$ cat config.mk
export PLATFORM = sky130hd
export DESIGN_NAME = bcd_alarm_clock_controller_flat
export DESIGN_NICKNAME = d
export VERILOG_FILES = /design/src/hw/rtl/acc_pkg.sv /design/src/hw/rtl/acc_if.sv /design/src/hw/rtl/acc_in_stage.sv /design/src/hw/rtl/acc_step.sv /design/src/hw/rtl/acc_out_stage.sv /design/src/hw/rtl/bcd_alarm_clock_controller.sv /design/src/flat_wrapper.sv
export SDC_FILE = /design/constraint.sdc
export NUM_CORES = 1
export LEC_CHECK = 0
export BUFFER_PORTS_ARGS = -buffer_cell sky130_fd_sc_hd__buf_2
export CORE_ASPECT_RATIO = 0.75
export CORE_MARGIN = 8
export CORE_UTILIZATION = 52
export DETAILED_ROUTE_END_ITERATION = 8
export PLACE_DENSITY = 0.71
export SYNTH_ARGS = -nofsm -noshare
export SYNTH_HDL_FRONTEND = slang
export SYNTH_SLANG_ARGS = --single-unit
$ cat constraint.sdc
create_clock -name clk -period 13.5 [get_ports clk]
set_input_delay 2.025 -clock clk [delete_from_list [all_inputs] [get_ports clk]]
set_output_delay 2.025 -clock clk [all_outputs]
set_load 0.005 [all_outputs]
$ cat src/hw/rtl/acc_pkg.sv
// ----------------------------------------------------------------------------
// acc_pkg: alarm clock controller shared definitions
// Types, register indexes, key codes and the BCD helper functions used by the
// alarm clock controller modules.
// ----------------------------------------------------------------------------
package acc_pkg;

    localparam int DigitW  = 4;
    localparam int ThrW    = 10;
    localparam int PeriodW = 16;
    localparam int KeyW    = 4;
    localparam int SegW    = 7;
    localparam int CfgIdxW = 2;
    localparam int CfgW    = 16;

    typedef logic [DigitW-1:0] digit_t;
    // Digit 0 is seconds ones, digit 5 is hours tens.
    typedef digit_t [5:0] bcd_time_t;
    typedef logic [1:0] field_t;
    typedef logic [SegW-1:0] seg_t;

    localparam logic [CfgIdxW-1:0] REG_SHUTOFF = 2'd0;
    localparam logic [CfgIdxW-1:0] REG_BLINK   = 2'd1;

    localparam logic [KeyW-1:0] KEY_MODE  = 4'd1;
    localparam logic [KeyW-1:0] KEY_FIELD = 4'd2;
    localparam logic [KeyW-1:0] KEY_DOWN  = 4'd4;
    localparam logic [KeyW-1:0] KEY_UP    = 4'd8;

    localparam field_t FIELD_NONE = 2'd0;
    localparam field_t FIELD_SEC  = 2'd1;
    localparam field_t FIELD_MIN  = 2'd2;
    localparam field_t FIELD_HR   = 2'd3;

    localparam logic [ThrW-1:0]    THR_RESET    = 10'd50;
    localparam logic [PeriodW-1:0] PERIOD_RESET = 16'd50000;
    localparam bcd_time_t CLOCK_RESET = {4'd0, 4'd0, 4'd0, 4'd0, 4'd0, 4'd0};
    localparam bcd_time_t ALARM_RESET = {4'd0, 4'd0, 4'd0, 4'd0, 4'd1, 4'd5};

    localparam seg_t SEG_TABLE [16] = '{
        7'h3F, 7'h06, 7'h5B, 7'h4F, 7'h66, 7'h6D, 7'h7D, 7'h07,
        7'h7F, 7'h6F, 7'h00, 7'h00, 7'h00, 7'h00, 7'h00, 7'h00
    };

    typedef struct packed {
        logic            second_tick;
        logic [KeyW-1:0] keys;
        logic [ThrW-1:0] force_req;
    } in_item_t;

    typedef struct packed {
        bcd_time_t shown;
        logic      led;
        logic      alarm_on;
    } step_result_t;

    typedef struct packed {
        seg_t seg_sec_ones;
        seg_t seg_sec_tens;
        seg_t seg_min_ones;
        seg_t seg_min_tens;
        seg_t seg_hr_ones;
        seg_t seg_hr_tens;
        logic led;
        logic alarm_on;
    } out_item_t;

    function automatic seg_t seg_decode(digit_t d);
        return SEG_TABLE[d];
    endfunction

    // One-second advance of the 24-hour time; 23:59:59 wraps to 00:00:00.
    function automatic bcd_time_t bcd_advance(bcd_time_t d);
        bcd_time_t r;
        r = d;
        r[0] = r[0] + 4'd1;
        if (r[0] == 4'd10)
        begin
            r[0] = 4'd0;
            r[1] = r[1] + 4'd1;
        end
        if (r[1] == 4'd6)
        begin
            r[1] = 4'd0;
            r[2] = r[2] + 4'd1;
        end
        if (r[2] == 4'd10)
        begin
            r[2] = 4'd0;
            r[3] = r[3] + 4'd1;
        end
        if (r[3] == 4'd6)
        begin
            r[3] = 4'd0;
            r[4] = r[4] + 4'd1;
        end
        if (r[4] == 4'd10 || (r[4] == 4'd4 && r[5] == 4'd2))
        begin
            r[4] = 4'd0;
            r[5] = r[5] + 4'd1;
        end
        if (r[5] == 4'd3)
        begin
            r[5] = 4'd0;
        end
        return r;
    endfunction

    // Increment of one two-digit field; returns {tens, ones}.
    function automatic logic [2*DigitW-1:0] field_up(digit_t ones, digit_t tens,
                                                      logic hours);
        digit_t o0;
        digit_t o1;
        o0 = ones + 4'd1;
        o1 = tens;
        if (hours)
        begin
            if (o0 == 4'd10 || (o0 == 4'd4 && o1 == 4'd2))
            begin
                o0 = 4'd0;
                o1 = o1 + 4'd1;
            end
            if (o1 == 4'd3)
            begin
                o1 = 4'd0;
            end
        end
        else
        begin
            if (o0 == 4'd10)
            begin
                o0 = 4'd0;
                o1 = o1 + 4'd1;
            end
            if (o1 == 4'd6)
            begin
                o1 = 4'd0;
            end
        end
        return {o1, o0};
    endfunction

    // Decrement of one two-digit field; returns {tens, ones}.
    function automatic logic [2*DigitW-1:0] field_down(digit_t ones, digit_t tens,
                                                        logic hours);
        digit_t o0;
        digit_t o1;
        o0 = ones;
        o1 = tens;
        if (o0 != 4'd0)
        begin
            o0 = o0 - 4'd1;
        end
        else if (o1 != 4'd0)
        begin
            o0 = 4'd9;
            o1 = o1 - 4'd1;
        end
        else if (hours)
        begin
            o0 = 4'd3;
            o1 = 4'd2;
        end
        else
        begin
            o0 = 4'd9;
            o1 = 4'd5;
        end
        return {o1, o0};
    endfunction

endpackage

$ cat src/hw/rtl/acc_if.sv
// ----------------------------------------------------------------------------
// acc_if: alarm clock controller channel interfaces
// Valid/ready channels for poll steps, display results and register writes.
// ----------------------------------------------------------------------------
interface acc_in_if;
    import acc_pkg::*;

    logic                valid;
    logic                ready;
    logic                second_tick;
    logic [KeyW-1:0]     keys;
    logic [ThrW-1:0]     force_req;

    modport source (output valid, second_tick, keys, force_req, input ready);
    modport sink (input valid, second_tick, keys, force_req, output ready);
endinterface

interface acc_out_if;
    import acc_pkg::*;

    logic valid;
    logic ready;
    seg_t seg_sec_ones;
    seg_t seg_sec_tens;
    seg_t seg_min_ones;
    seg_t seg_min_tens;
    seg_t seg_hr_ones;
    seg_t seg_hr_tens;
    logic led;
    logic alarm_on;

    modport source (output valid, seg_sec_ones, seg_sec_tens, seg_min_ones,
                    seg_min_tens, seg_hr_ones, seg_hr_tens, led, alarm_on,
                    input ready);
    modport sink (input valid, seg_sec_ones, seg_sec_tens, seg_min_ones,
                  seg_min_tens, seg_hr_ones, seg_hr_tens, led, alarm_on,
                  output ready);
endinterface

interface acc_cfg_if;
    import acc_pkg::*;

    logic               valid;
    logic               ready;
    logic [CfgIdxW-1:0] index;
    logic [CfgW-1:0]    wdata;

    modport source (output valid, index, wdata, input ready);
    modport sink (input valid, index, wdata, output ready);
endinterface

$ cat src/hw/rtl/acc_in_stage.sv
// ----------------------------------------------------------------------------
// acc_in_stage: input register
// Holds one accepted poll step until the step logic consumes it.
// ----------------------------------------------------------------------------
module acc_in_stage
    import acc_pkg::*;
(
    input  logic     clk,
    input  logic     rst_n,
    input  logic     in_valid,
    output logic     in_ready,
    input  in_item_t in_item,
    input  logic     out_free,
    output logic     fire,
    output in_item_t item
);

    logic     valid_reg;
    in_item_t item_reg;

    assign fire     = valid_reg && out_free;
    assign in_ready = !valid_reg || out_free;
    assign item     = item_reg;

    always_ff @(posedge clk or negedge rst_n)
    begin
        if (!rst_n)
        begin
            valid_reg <= 1'b0;
        end
        else if (in_ready)
        begin
            valid_reg <= in_valid;
        end
    end

    always_ff @(posedge clk)
    begin
        if (in_valid && in_ready)
        begin
            item_reg <= in_item;
        end
    end

endmodule

$ cat src/hw/rtl/acc_step.sv
// ----------------------------------------------------------------------------
// acc_step: clock, alarm and key state
// Applies one poll step to the time, alarm, blink and key state and returns
// the digits to show together with the LED and alarm flags.
// ----------------------------------------------------------------------------
module acc_step
    import acc_pkg::*;
(
    input  logic               clk,
    input  logic               rst_n,
    input  logic               fire,
    input  in_item_t           item,
    input  logic               cfg_we,
    input  logic [CfgIdxW-1:0] cfg_index,
    input  logic [CfgW-1:0]    cfg_wdata,
    output step_result_t       result
);

    logic [ThrW-1:0]    thr_reg;
    logic [PeriodW-1:0] period_reg;
    bcd_time_t          clock_reg;
    bcd_time_t          clock_next;
    bcd_time_t          alarm_reg;
    bcd_time_t          alarm_next;
    logic               set_mode_reg;
    logic               set_mode_next;
    field_t             field_reg;
    field_t             field_next;
    logic               latched_reg;
    logic               latched_next;
    logic               phase_reg;
    logic               phase_next;
    logic               led_reg;
    logic               led_next;
    logic [PeriodW-1:0] count_reg;
    logic [PeriodW-1:0] count_next;
    logic               held_reg;
    logic               held_next;
    logic               is_key;
    logic [2*DigitW-1:0] pair_old;
    logic [2*DigitW-1:0] pair_new;

    always_comb
    begin
        clock_next    = clock_reg;
        alarm_next    = alarm_reg;
        set_mode_next = set_mode_reg;
        field_next    = field_reg;
        latched_next  = latched_reg;
        phase_next    = phase_reg;
        led_next      = led_reg;
        count_next    = count_reg;
        held_next     = held_reg;
        pair_old      = '0;
        pair_new      = '0;

        if (item.second_tick)
        begin
            clock_next = bcd_advance(clock_reg);
            if (clock_next == alarm_reg)
            begin
                latched_next = 1'b1;
            end
        end

        if (latched_next)
        begin
            count_next = count_reg + 16'd1;
            if (count_next == period_reg)
            begin
                count_next = '0;
                phase_next = !phase_reg;
                led_next   = !phase_reg;
            end
            if (item.force_req >= thr_reg)
            begin
                latched_next = 1'b0;
                led_next     = 1'b0;
            end
        end

        case (field_reg)
            FIELD_SEC: pair_old = {alarm_reg[1], alarm_reg[0]};
            FIELD_MIN: pair_old = {alarm_reg[3], alarm_reg[2]};
            FIELD_HR:  pair_old = {alarm_reg[5], alarm_reg[4]};
            default:   pair_old = '0;
        endcase
        if (item.keys == KEY_DOWN)
        begin
            pair_new = field_down(pair_old[DigitW-1:0], pair_old[2*DigitW-1:DigitW],
                                  field_reg == FIELD_HR);
        end
        else
        begin
            pair_new = field_up(pair_old[DigitW-1:0], pair_old[2*DigitW-1:DigitW],
                                field_reg == FIELD_HR);
        end

        if (!held_reg)
        begin
            if (item.keys == KEY_MODE)
            begin
                held_next     = 1'b1;
                set_mode_next = !set_mode_reg;
                if (!set_mode_reg)
                begin
                    field_next = FIELD_SEC;
                end
            end
            else if (item.keys == KEY_FIELD)
            begin
                held_next = 1'b1;
                case (field_reg)
                    FIELD_SEC: field_next = FIELD_MIN;
                    FIELD_MIN: field_next = FIELD_HR;
                    FIELD_HR:  field_next = FIELD_SEC;
                    default:   field_next = field_reg;
                endcase
            end
            else if ((item.keys == KEY_DOWN || item.keys == KEY_UP) && set_mode_reg)
            begin
                held_next = 1'b1;
                case (field_reg)
                    FIELD_SEC: {alarm_next[1], alarm_next[0]} = pair_new;
                    FIELD_MIN: {alarm_next[3], alarm_next[2]} = pair_new;
                    FIELD_HR:  {alarm_next[5], alarm_next[4]} = pair_new;
                    default:   alarm_next = alarm_reg;
                endcase
            end
        end

        is_key = item.keys == KEY_MODE || item.keys == KEY_FIELD ||
                 item.keys == KEY_DOWN || item.keys == KEY_UP;
        if (!is_key)
        begin
            held_next = 1'b0;
        end
    end

    assign result.shown    = set_mode_next ? alarm_next : clock_next;
    assign result.led      = led_next;
    assign result.alarm_on = latched_next;

    always_ff @(posedge clk or negedge rst_n)
    begin
        if (!rst_n)
        begin
            clock_reg    <= CLOCK_RESET;
            alarm_reg    <= ALARM_RESET;
            set_mode_reg <= 1'b0;
            field_reg    <= FIELD_SEC;
            latched_reg  <= 1'b0;
            phase_reg    <= 1'b0;
            led_reg      <= 1'b0;
            count_reg    <= '0;
            held_reg     <= 1'b0;
        end
        else if (fire)
        begin
            clock_reg    <= clock_next;
            alarm_reg    <= alarm_next;
            set_mode_reg <= set_mode_next;
            field_reg    <= field_next;
            latched_reg  <= latched_next;
            phase_reg    <= phase_next;
            led_reg      <= led_next;
            count_reg    <= count_next;
            held_reg     <= held_next;
        end
    end

    always_ff @(posedge clk or negedge rst_n)
    begin
        if (!rst_n)
        begin
            thr_reg    <= THR_RESET;
            period_reg <= PERIOD_RESET;
        end
        else if (cfg_we)
        begin
            unique case (cfg_index)
                REG_SHUTOFF: thr_reg    <= cfg_wdata[ThrW-1:0];
                REG_BLINK:   period_reg <= cfg_wdata[PeriodW-1:0];
                default:     ;
            endcase
        end
    end

endmodule

$ cat src/hw/rtl/acc_out_stage.sv
// ----------------------------------------------------------------------------
// acc_out_stage: display decode and result register
// Turns the shown digits into segment patterns and holds the result until
// the receiver takes it.
// ----------------------------------------------------------------------------
module acc_out_stage
    import acc_pkg::*;
(
    input  logic         clk,
    input  logic         rst_n,
    input  logic         load,
    input  step_result_t result,
    input  logic         out_ready,
    output logic         out_valid,
    output logic         free,
    output out_item_t    out_item
);

    logic      valid_reg;
    out_item_t item_reg;

    assign free      = !valid_reg || out_ready;
    assign out_valid = valid_reg;
    assign out_item  = item_reg;

    always_ff @(posedge clk or negedge rst_n)
    begin
        if (!rst_n)
        begin
            valid_reg <= 1'b0;
        end
        else if (free)
        begin
            valid_reg <= load;
        end
    end

    always_ff @(posedge clk)
    begin
        if (load)
        begin
            item_reg.seg_sec_ones <= seg_decode(result.shown[0]);
            item_reg.seg_sec_tens <= seg_decode(result.shown[1]);
            item_reg.seg_min_ones <= seg_decode(result.shown[2]);
            item_reg.seg_min_tens <= seg_decode(result.shown[3]);
            item_reg.seg_hr_ones  <= seg_decode(result.shown[4]);
            item_reg.seg_hr_tens  <= seg_decode(result.shown[5]);
            item_reg.led          <= result.led;
            item_reg.alarm_on     <= result.alarm_on;
        end
    end

endmodule

$ cat src/hw/rtl/bcd_alarm_clock_controller.sv
// ----------------------------------------------------------------------------
// bcd_alarm_clock_controller: 24-hour BCD alarm clock
// Top level joining the input register, the step logic and the result
// register.
// ----------------------------------------------------------------------------
// Each transaction on in_ch is one poll step: a one-second tick, the raw key
// value and a force reading. For every step one result leaves on out_ch:
// six seven-segment patterns (clock time, or alarm time in set mode), the
// LED drive and the alarm flag, all after that step's update.
// The step is held in the input register and its result in the result
// register, from which out_ch.valid rises. One step is accepted per cycle
// while the receiver keeps taking results; the step logic is a single
// combinational pass between the input register and the result register.
// cfg_ch writes the shutoff threshold (index 0) and the blink period
// (index 1); it is always ready, and other indexes are ignored. Write it
// only while no step is in flight.
// Reset sets the time to 00:00:00, the alarm to 00:00:15, both registers to
// their defaults and empties both stages. When the receiver stalls, the
// result register holds, one more step waits in the input register, and
// in_ch.ready then drops until the result is taken.
// ----------------------------------------------------------------------------
module bcd_alarm_clock_controller
    import acc_pkg::*;
(
    input logic      clk,
    input logic      rst_n,
    acc_in_if.sink   in_ch,
    acc_out_if.source out_ch,
    acc_cfg_if.sink  cfg_ch
);

    in_item_t     in_item;
    in_item_t     item;
    logic         fire;
    logic         out_free;
    step_result_t result;
    out_item_t    out_item;

    assign in_item.second_tick = in_ch.second_tick;
    assign in_item.keys        = in_ch.keys;
    assign in_item.force_req   = in_ch.force_req;

    assign cfg_ch.ready = 1'b1;

    acc_in_stage u_in_stage (
        .clk      (clk),
        .rst_n    (rst_n),
        .in_valid (in_ch.valid),
        .in_ready (in_ch.ready),
        .in_item  (in_item),
        .out_free (out_free),
        .fire     (fire),
        .item     (item)
    );

    acc_step u_step (
        .clk       (clk),
        .rst_n     (rst_n),
        .fire      (fire),
        .item      (item),
        .cfg_we    (cfg_ch.valid),
        .cfg_index (cfg_ch.index),
        .cfg_wdata (cfg_ch.wdata),
        .result    (result)
    );

    acc_out_stage u_out_stage (
        .clk       (clk),
        .rst_n     (rst_n),
        .load      (fire),
        .result    (result),
        .out_ready (out_ch.ready),
        .out_valid (out_ch.valid),
        .free      (out_free),
        .out_item  (out_item)
    );

    assign out_ch.seg_sec_ones = out_item.seg_sec_ones;
    assign out_ch.seg_sec_tens = out_item.seg_sec_tens;
    assign out_ch.seg_min_ones = out_item.seg_min_ones;
    assign out_ch.seg_min_tens = out_item.seg_min_tens;
    assign out_ch.seg_hr_ones  = out_item.seg_hr_ones;
    assign out_ch.seg_hr_tens  = out_item.seg_hr_tens;
    assign out_ch.led          = out_item.led;
    assign out_ch.alarm_on     = out_item.alarm_on;

endmodule

$ cat src/flat_wrapper.sv
// flat-port wrapper written by rule: the top's interface ports become plain ports
module bcd_alarm_clock_controller_flat import acc_pkg::*;
  (clk, rst_n, in_ch_valid, in_ch_second_tick, in_ch_keys, in_ch_force_req, in_ch_ready, out_ch_valid, out_ch_seg_sec_ones, out_ch_seg_sec_tens, out_ch_seg_min_ones, out_ch_seg_min_tens, out_ch_seg_hr_ones, out_ch_seg_hr_tens, out_ch_led, out_ch_alarm_on, out_ch_ready, cfg_ch_valid, cfg_ch_index, cfg_ch_wdata, cfg_ch_ready);
  acc_in_if in_ch_i ();
  acc_out_if out_ch_i ();
  acc_cfg_if cfg_ch_i ();
  input logic clk;
  input logic rst_n;
  input wire logic [$bits(in_ch_i.valid)-1:0] in_ch_valid;
  input wire logic [$bits(in_ch_i.second_tick)-1:0] in_ch_second_tick;
  input wire logic [$bits(in_ch_i.keys)-1:0] in_ch_keys;
  input wire logic [$bits(in_ch_i.force_req)-1:0] in_ch_force_req;
  output wire logic [$bits(in_ch_i.ready)-1:0] in_ch_ready;
  output wire logic [$bits(out_ch_i.valid)-1:0] out_ch_valid;
  output wire logic [$bits(out_ch_i.seg_sec_ones)-1:0] out_ch_seg_sec_ones;
  output wire logic [$bits(out_ch_i.seg_sec_tens)-1:0] out_ch_seg_sec_tens;
  output wire logic [$bits(out_ch_i.seg_min_ones)-1:0] out_ch_seg_min_ones;
  output wire logic [$bits(out_ch_i.seg_min_tens)-1:0] out_ch_seg_min_tens;
  output wire logic [$bits(out_ch_i.seg_hr_ones)-1:0] out_ch_seg_hr_ones;
  output wire logic [$bits(out_ch_i.seg_hr_tens)-1:0] out_ch_seg_hr_tens;
  output wire logic [$bits(out_ch_i.led)-1:0] out_ch_led;
  output wire logic [$bits(out_ch_i.alarm_on)-1:0] out_ch_alarm_on;
  input wire logic [$bits(out_ch_i.ready)-1:0] out_ch_ready;
  input wire logic [$bits(cfg_ch_i.valid)-1:0] cfg_ch_valid;
  input wire logic [$bits(cfg_ch_i.index)-1:0] cfg_ch_index;
  input wire logic [$bits(cfg_ch_i.wdata)-1:0] cfg_ch_wdata;
  output wire logic [$bits(cfg_ch_i.ready)-1:0] cfg_ch_ready;
  assign in_ch_i.valid = in_ch_valid;
  assign in_ch_i.second_tick = in_ch_second_tick;
  assign in_ch_i.keys = in_ch_keys;
  assign in_ch_i.force_req = in_ch_force_req;
  assign in_ch_ready = in_ch_i.ready;
  assign out_ch_valid = out_ch_i.valid;
  assign out_ch_seg_sec_ones = out_ch_i.seg_sec_ones;
  assign out_ch_seg_sec_tens = out_ch_i.seg_sec_tens;
  assign out_ch_seg_min_ones = out_ch_i.seg_min_ones;
  assign out_ch_seg_min_tens = out_ch_i.seg_min_tens;
  assign out_ch_seg_hr_ones = out_ch_i.seg_hr_ones;
  assign out_ch_seg_hr_tens = out_ch_i.seg_hr_tens;
  assign out_ch_led = out_ch_i.led;
  assign out_ch_alarm_on = out_ch_i.alarm_on;
  assign out_ch_i.ready = out_ch_ready;
  assign cfg_ch_i.valid = cfg_ch_valid;
  assign cfg_ch_i.index = cfg_ch_index;
  assign cfg_ch_i.wdata = cfg_ch_wdata;
  assign cfg_ch_ready = cfg_ch_i.ready;
  bcd_alarm_clock_controller u_core (.clk(clk), .rst_n(rst_n), .in_ch(in_ch_i), .out_ch(out_ch_i), .cfg_ch(cfg_ch_i));
endmodule
## Word-level counts from Yosys, hierarchy flattened

Memories as Yosys holds them, arrays and structs flattened. A register that Yosys moved wholly into a read port is not among the register bits.
Index checks and enable logic that the tools add are counted.
Widths: inputs -> output; s select.

- Shift-type cells: 0
- Divide/modulo/power cells: 0
- $add $sub $neg: 11
- Multiplexer cells: 60
- $mul: 0
- Bitwise operators: 7
- Equality and inequality tests: 24
- Reduce and logical (&&, ||, !) cells: 27
- Magnitude comparators: 1

Operators by type and width:

| kind | count |
|---|---|
| $mux 24 | 6 |
| $mux 8 | 14 |
| $mux 4 | 19 |
| $add 4x1->4 const B | 8 |
| $not 4->5 | 6 |
| $eq 24x24->1 | 1 |
| $eq 4x3->1 const B | 6 |
| $pmux 8 s3 | 1 |
| $eq 4x2->1 const B | 5 |
| $eq 4x4->1 const B | 5 |
| $add 16x1->16 const B | 1 |
| $eq 16x16->1 | 1 |
| $mux 16 | 1 |
| $mux 1 | 14 |
| $reduce_bool 4->1 | 3 |
| $ge 10x10->1 | 1 |
| $logic_or 1x1->1 | 8 |
| $sub 4x1->4 const B | 2 |
| $mux 2 | 3 |
| $pmux 2 s3 | 1 |
| $reduce_and 2->1 | 3 |
| $logic_and 1x1->1 | 5 |
| $reduce_and 5->1 | 1 |
| $eq 2x1->1 const B | 2 |
| other kinds (9) | 13 |

- Register bits: 116
- Bits of input ports: 38
- Memories: 6
- Latch bits: 0
- RAM bits: 0
- Output and inout bits: 47
- Logic and storage cells: 164
- Bits in read-only memories: 672

Memories:

| memory | depth | width | rd ports | clocked after Yosys merged registers in | write ports | RTL line | RTL |
|---|---|---|---|---|---|---|---|
| (name not given) | 16 | 7 | 1 | 1 | 0 | acc_pkg.sv:69 | `return SEG_TABLE[d];` |
| (name not given) | 16 | 7 | 1 | 1 | 0 | acc_pkg.sv:69 |  |
| (name not given) | 16 | 7 | 1 | 1 | 0 | acc_pkg.sv:69 |  |
| (name not given) | 16 | 7 | 1 | 1 | 0 | acc_pkg.sv:69 |  |
| (name not given) | 16 | 7 | 1 | 1 | 0 | acc_pkg.sv:69 |  |
| (name not given) | 16 | 7 | 1 | 1 | 0 | acc_pkg.sv:69 |  |

## Longest topological paths before layout

- Depth in word-level cells: 25
- Depth in mapped cells: 23
- Gate-level depth less buffers: 21

## Modules after synthesis

Synthesis repeated with hierarchy kept, for this count alone.

- Cell total of the unflattened synthesis: 1236
- Area, all modules: 11347.1 um^2

By module, submodules not included:

| module | instances | seq. area each (um^2) | area each (um^2) | cells an instance |
|---|---|---|---|---|
| acc_step | 1 | 2443.6 | 8219.1 | 1001 |
| acc_out_stage | 1 | 1346.3 | 2606.2 | 213 |
| acc_in_stage | 1 | 475.5 | 510.5 | 20 |
| bcd_alarm_clock_controller | 1 | 0.0 | 11.3 | 2 |

## Worst setup path after synthesis

Ideal clock, no wire load.

- Path type: in2reg
- Start: input out_ch_ready
- End: register u_core.u_step.count_reg[15]
- Buffers on the path: 2
- Stages on the path: 8
- Setup slack: 8.795 ns
- Data arrival time: 4.575 ns
- Setup time: 0.130 ns
- Data required time: 13.370 ns
- Path through: nand2b_1 nand2_1 inv_1 clkbuf_1 clkbuf_1 o21ai_0 o21ai_0 o41ai_1

- Word-level cells in the longest chain between the ends: 3

RTL lines:

| what | RTL line | RTL |
|---|---|---|
| start: declaration | flat_wrapper.sv:23 | `input wire logic [$bits(out_ch_i.ready)-1:0] out_ch_ready;` |
| $logic_or 1x1->1 | acc_out_stage.sv:22 | `assign free = !valid_reg \|\| out_ready;` |
| $logic_and 1x1->1 | acc_in_stage.sv:21 | `assign fire = valid_reg && out_free;` |
| via u_core.fire | bcd_alarm_clock_controller.sv:34 | `logic fire;` |
| $reduce_and 2->1 (no line) | -- |  |
| end signal: assignment | acc_step.sv:167 | `count_reg <= count_next;` |
| end: declaration | acc_step.sv:35 | `logic [PeriodW-1:0] count_reg;` |

The timed path passes the listed nets, and every way through them passes these cells.
A chain may end at the register's enable or synchronous reset.

## Worst setup path in the final report

- Start: register u_core.u_step.field_reg[1]
- End: register u_core.u_out_stage.out_item[33] (netlist name)

- Word-level cells in the longest chain between the ends: 20
- Elaborated cells between the ends (all ways): 36
- Those cells by class: 3 x add/sub; 8 x eq/ne; 20 x mux; 1 x bitwise; 4 x reduce/logical

RTL lines:

| what | RTL line | RTL |
|---|---|---|
| start: declaration | acc_step.sv:27 | `field_t field_reg;` |
| start signal: assignment | acc_step.sv:163 | `field_reg <= field_next;` |
| $eq 2x2->1, or another cell as far along | acc_step.sv:82, acc_step.sv:91, acc_step.sv:96 |  |
| $pmux 8 s3 | acc_step.sv:82 | `case (field_reg)` |
| $add 4x1->4 | acc_pkg.sv:114 | `o0 = ones + 4'd1;` |
| $eq 4x3->1 | acc_pkg.sv:118 | `if (o0 == 4'd10 \|\| (o0 == 4'd4 && o1 == 4'd2))` |
| $logic_and 1x1->1 | acc_pkg.sv:118 |  |
| $logic_or 1x1->1 | acc_pkg.sv:118 |  |
| $mux 4 | acc_pkg.sv:118 |  |
| $mux 4 | acc_pkg.sv:116 | `if (hours)` |
| [... 4 more ...] | -- |  |
| $mux 8 | acc_step.sv:88 | `if (item.keys == KEY_DOWN)` |
| $mux 8 (*) | acc_step.sv:123 | `case (field_reg)` |
| $mux 24 (*) | acc_step.sv:120 | `else if ((item.keys == KEY_DOWN \|\| item.keys == KEY_UP) && set_mode_reg)` |
| $mux 24 (*) | acc_step.sv:110 | `else if (item.keys == KEY_FIELD)` |
| $mux 24 (*) | acc_step.sv:101 | `if (item.keys == KEY_MODE)` |
| $mux 24 (*) | acc_step.sv:99 | `if (!held_reg)` |
| $mux 24 (*) | acc_step.sv:140 | `assign result.shown = set_mode_next ? alarm_next : clock_next;` |
| $not 4->5 (implied by the code) (*) | acc_pkg.sv:69 |  |

Every way passes the cells marked *; elsewhere a longest branch is shown, timed or not. The select of a mux whose other input is x is not followed.

==> summary.txt <==
Status
  – Status: finished clean

Global routing
  – M1 GR Usage: 0.3112
  – Global route total overflow: 0
  – M2 GR Usage: 0.3081
  – Largest net degree at the start of global routing: 69
  – Met3 Use GR: 0.06480
  – Global Route Usage Sum: 0.2161
  – Global-route wire length before repair: 45.17 mm
  – GR peak layer: met1
  – Number of global-route vias before repair: 8421
  – Initial antenna violation count: 0

Clock tree
  – H-tree depth reported by CTS: 4
  – Clock Tree Root: clkbuf_16
  – Clock slew at reported path FFs: 70 ps
  – TritonCTS Buffers: 17
  – Setup bufs post-CTS: 0
  – Worst-Skew Late Latency: 440 ps
  – Clock Tree Buf Depth: 2
  – CTS resizes: 0
  – # hold bufs at CTS: 0
  – TritonCTS clock tree: yes
  – Clk sinks: 158

Placed design
  – Buffers on Ports: 83
  – Setup WS pre-CTS: 8127 ps
  – Detailed Place HPWL: 20.44 mm
  – Final weighted congestion in routability-driven placement: 0.9249
  – Post-DP Area: 11630 µm²

Power
  – Maximum VDD drop: 0.1664 mV
  – Leakage Power: 5.066 nW
  – Power Total: 1.835 mW
  – Pwr dens: 150.4 nW/µm²

Finish
  – Layout Nets: 1337
  – Post-Route Utilization: 0.5822
  – Max reg flops: 44
  – Final instance area: 12200 µm²
  – Area grow syn2layout: 10.62%
  – Filler cell count: 1838
  – Layout cell share with drive strength beyond 1: 0.1664
  – # diodes: 0

STA
  – Setup WS post-layout: 7960 ps
  – Final worst-path cycle share: 0.4103
  – Max Slew Vio Count: 0
  – Final hold vios: 0
  – # setup viols final: 0
  – Worst Skew: 13.91 ps
  – Least-Margin Pin Slew: 1191 ps
  – Setup TNS: 0 ps
  – Max-slew headroom: 0.1959
  – Max Clock Freq: 0.1805 GHz
  – Minimum clock period: 5540 ps
  – RSZ-0062 raised after global routing: false

Floorplanning
  – Die width: 184.2 µm
  – Initial Util: 0.5263
  – Die area: 26170 µm²
  – Die Y: 142.1 µm
  – Io pins: 85
  – Core ar.: 20950 µm²
  – FP Rows: 46

Synth
  – FF+latch count, synth: 158
  – Post-synth net total: 1285
  – Synth warnings: 0
  – Primary FF master, synth: dfrtp_1
  – Distinct cells, synth: 94
  – Top cells by area, synth: dfrtp_1 (20%), edfxtp_1 (16%), ha_1 (7.7%), o21ai_0 (5.6%), nand2_1 (4.1%)
  – Area leader, netlist: dfrtp_1
  – Most common cell in the netlist: o21ai_0
  – Synth top area share: 0.1952
  – Syn Std Cell Area: 11030 µm²
  – Post-synth EDFFs: 59
  – Count of mapped cells out of synthesis: 1179
  – Sequential cell area fraction in the yosys report: 0.3868
  – Avg Inst Size Synth: 9.353 µm²
  – Most frequent cells after synthesis: o21ai_0 (123), nand2_1 (120), dfrtp_1 (86)
  – Asr flop ratio synth: 0.6266

Run
  – Max-Cap Viols: 0

Detailed routing
  – Routed wire length: 28.02 mm
  – Routed Antenna Nets: 0
  – DR vias: 9028
  – Wire per inst: 18.29 µm
  – TritonRoute pass-1 iters: 5
  – DRC: 0
  – Via density per instance: 5.893
  – First DRT Iteration DRCs: 872

Critical path
  – Crit path DAT: 5690 ps
  – CP Launch Type: flip-flop
  – Highest cell delay on the worst timing path: 820 ps
  – CP endpoint kind: flip-flop
  – WP data required: 13650 ps
  – Crit-path max FO: 20
  – Cells along the critical path: ha_1 -> a222oi_1 -> nor2_1 -> ha_1 -> or3_1 -> and3_1 -> mux2i_1 -> o21ai_0 -> nand4_1 -> a32oi_1 -> o41ai_1 -> a21oi_1 -> ha_1 -> nor2_1 -> a21oi_1 -> o21ai_0
  – Worst path slowest cell: o41ai_1
  – R2R cell count: 16
  – Most common cell on crit path: ha_1
  – Kind of critical path: flip-flop to flip-flop

Min path
  – Hold Path Stages: 1
  – Hold crit path type: flip-flop to flip-flop
-- where the power goes --
group          internal [mW]  switching (mW)  leakage (nW)  total, mW
registers              0.623          0.0658          1.81      0.689
logic                  0.268           0.407          2.99      0.675
clock network          0.257           0.214         0.265      0.471
-- critical path: cells and delay by family, from the launching register on --
family / cells / cell delay [ps]
simple gates: 5 / 980
flops: 1 / 420
compound gates: 7 / 2370
mux: 1 / 360
fa+ha+maj: 3 / 1120
-- layout by cell type, fill, tap and decap left out, types with 13 or more instances in the layout --
master	netlist	layout
dfstp_2	13	13
nor3_1	22	22
mux2_2	31	31
a21oi_1	55	55
ha_1	68	68
xnor2_1	49	49
clkbuf_16	0	17
o21ai_0	123	123
and3_1	18	18
nand2b_1	21	21
o31ai_1	15	15
nor2_1	70	70
edfxtp_1	59	59
buf_4	2	13
buf_2	14	82
inv_1	48	47
dfrtp_1	86	86
xor2_1	38	38
nand2_1	120	120
a21o_1	18	18
nand3_1	35	35
mux2i_1	31	30
-- cell families (layout without fill, tap and decap cells) --
| kind of cell | after synthesis | in the layout | share of synthesized area |
|---|---|---|---|
| AND/OR/NAND/NOR | 348 | 348 | 0.1557 |
| buffers and inverters | 110 | 175 | 0.04108 |
| XOR/XNOR | 87 | 87 | 0.06910 |
| other | 1 | 1 | 0.0003401 |
| flip-flops | 158 | 158 | 0.3868 |
| multiplexers | 65 | 65 | 0.06422 |
| AO/OA/AOI/OAI | 342 | 342 | 0.2056 |
| adder cells (fa/ha/maj) | 68 | 68 | 0.07716 |
-- routing by layer --
metal	vias to the layer above	routed length, µm
li1	4384	-
met1	4311	13380
met2	307	11860
met3	26	2391
met4	0	392
met5	-	0
-- metrics by stage --
step / hold slack [ps] / cells
final: 478.7 / 1532
after floorplan: 434.0 / 1179
after CTS: 479.3 / 1532
after global routing: 504.5 / 1532
after detailed placement: 461.4 / 1500
after global placement: 456.5 / 1500
-- path summary, 6_finish.rpt --
check / startpoint / end / slack, ps
min in group asynchronous: rst_n / u_core.u_step.period_reg[7]$_DFFE_PN0P_ / 1520
worst max register to register: u_core.u_step.field_reg[1]$_DFFE_PN0P_ / u_core.u_out_stage.out_item[33]$_DFFE_PP_ / 7960
max in group asynchronous: rst_n / u_core.u_step.clock_reg[17]$_DFFE_PN0P_ / 10720
worst min-delay path: u_core.u_step.phase_reg$_DFFE_PN0P_ / u_core.u_step.phase_reg$_DFFE_PN0P_ / 480
worst max-delay path: u_core.u_step.field_reg[1]$_DFFE_PN0P_ / u_core.u_out_stage.out_item[33]$_DFFE_PP_ / 7960
worst min register to register: u_core.u_step.phase_reg$_DFFE_PN0P_ / u_core.u_step.phase_reg$_DFFE_PN0P_ / 480
-- cell type report --
type	instances	area (µm²)	share of cell area
Timing Repair Buffer	95	508.0	0.04165
Sequential cell	158	4265	0.3497
Clock buffer	17	425.4	0.03488
Clock inverter	15	137.6	0.01128
Inverter	48	180.2	0.01477
Tap cell	288	360.3	0.02954
Multi-Input combinational cell	911	6321	0.5182
(Power assumes the default switching activity.)
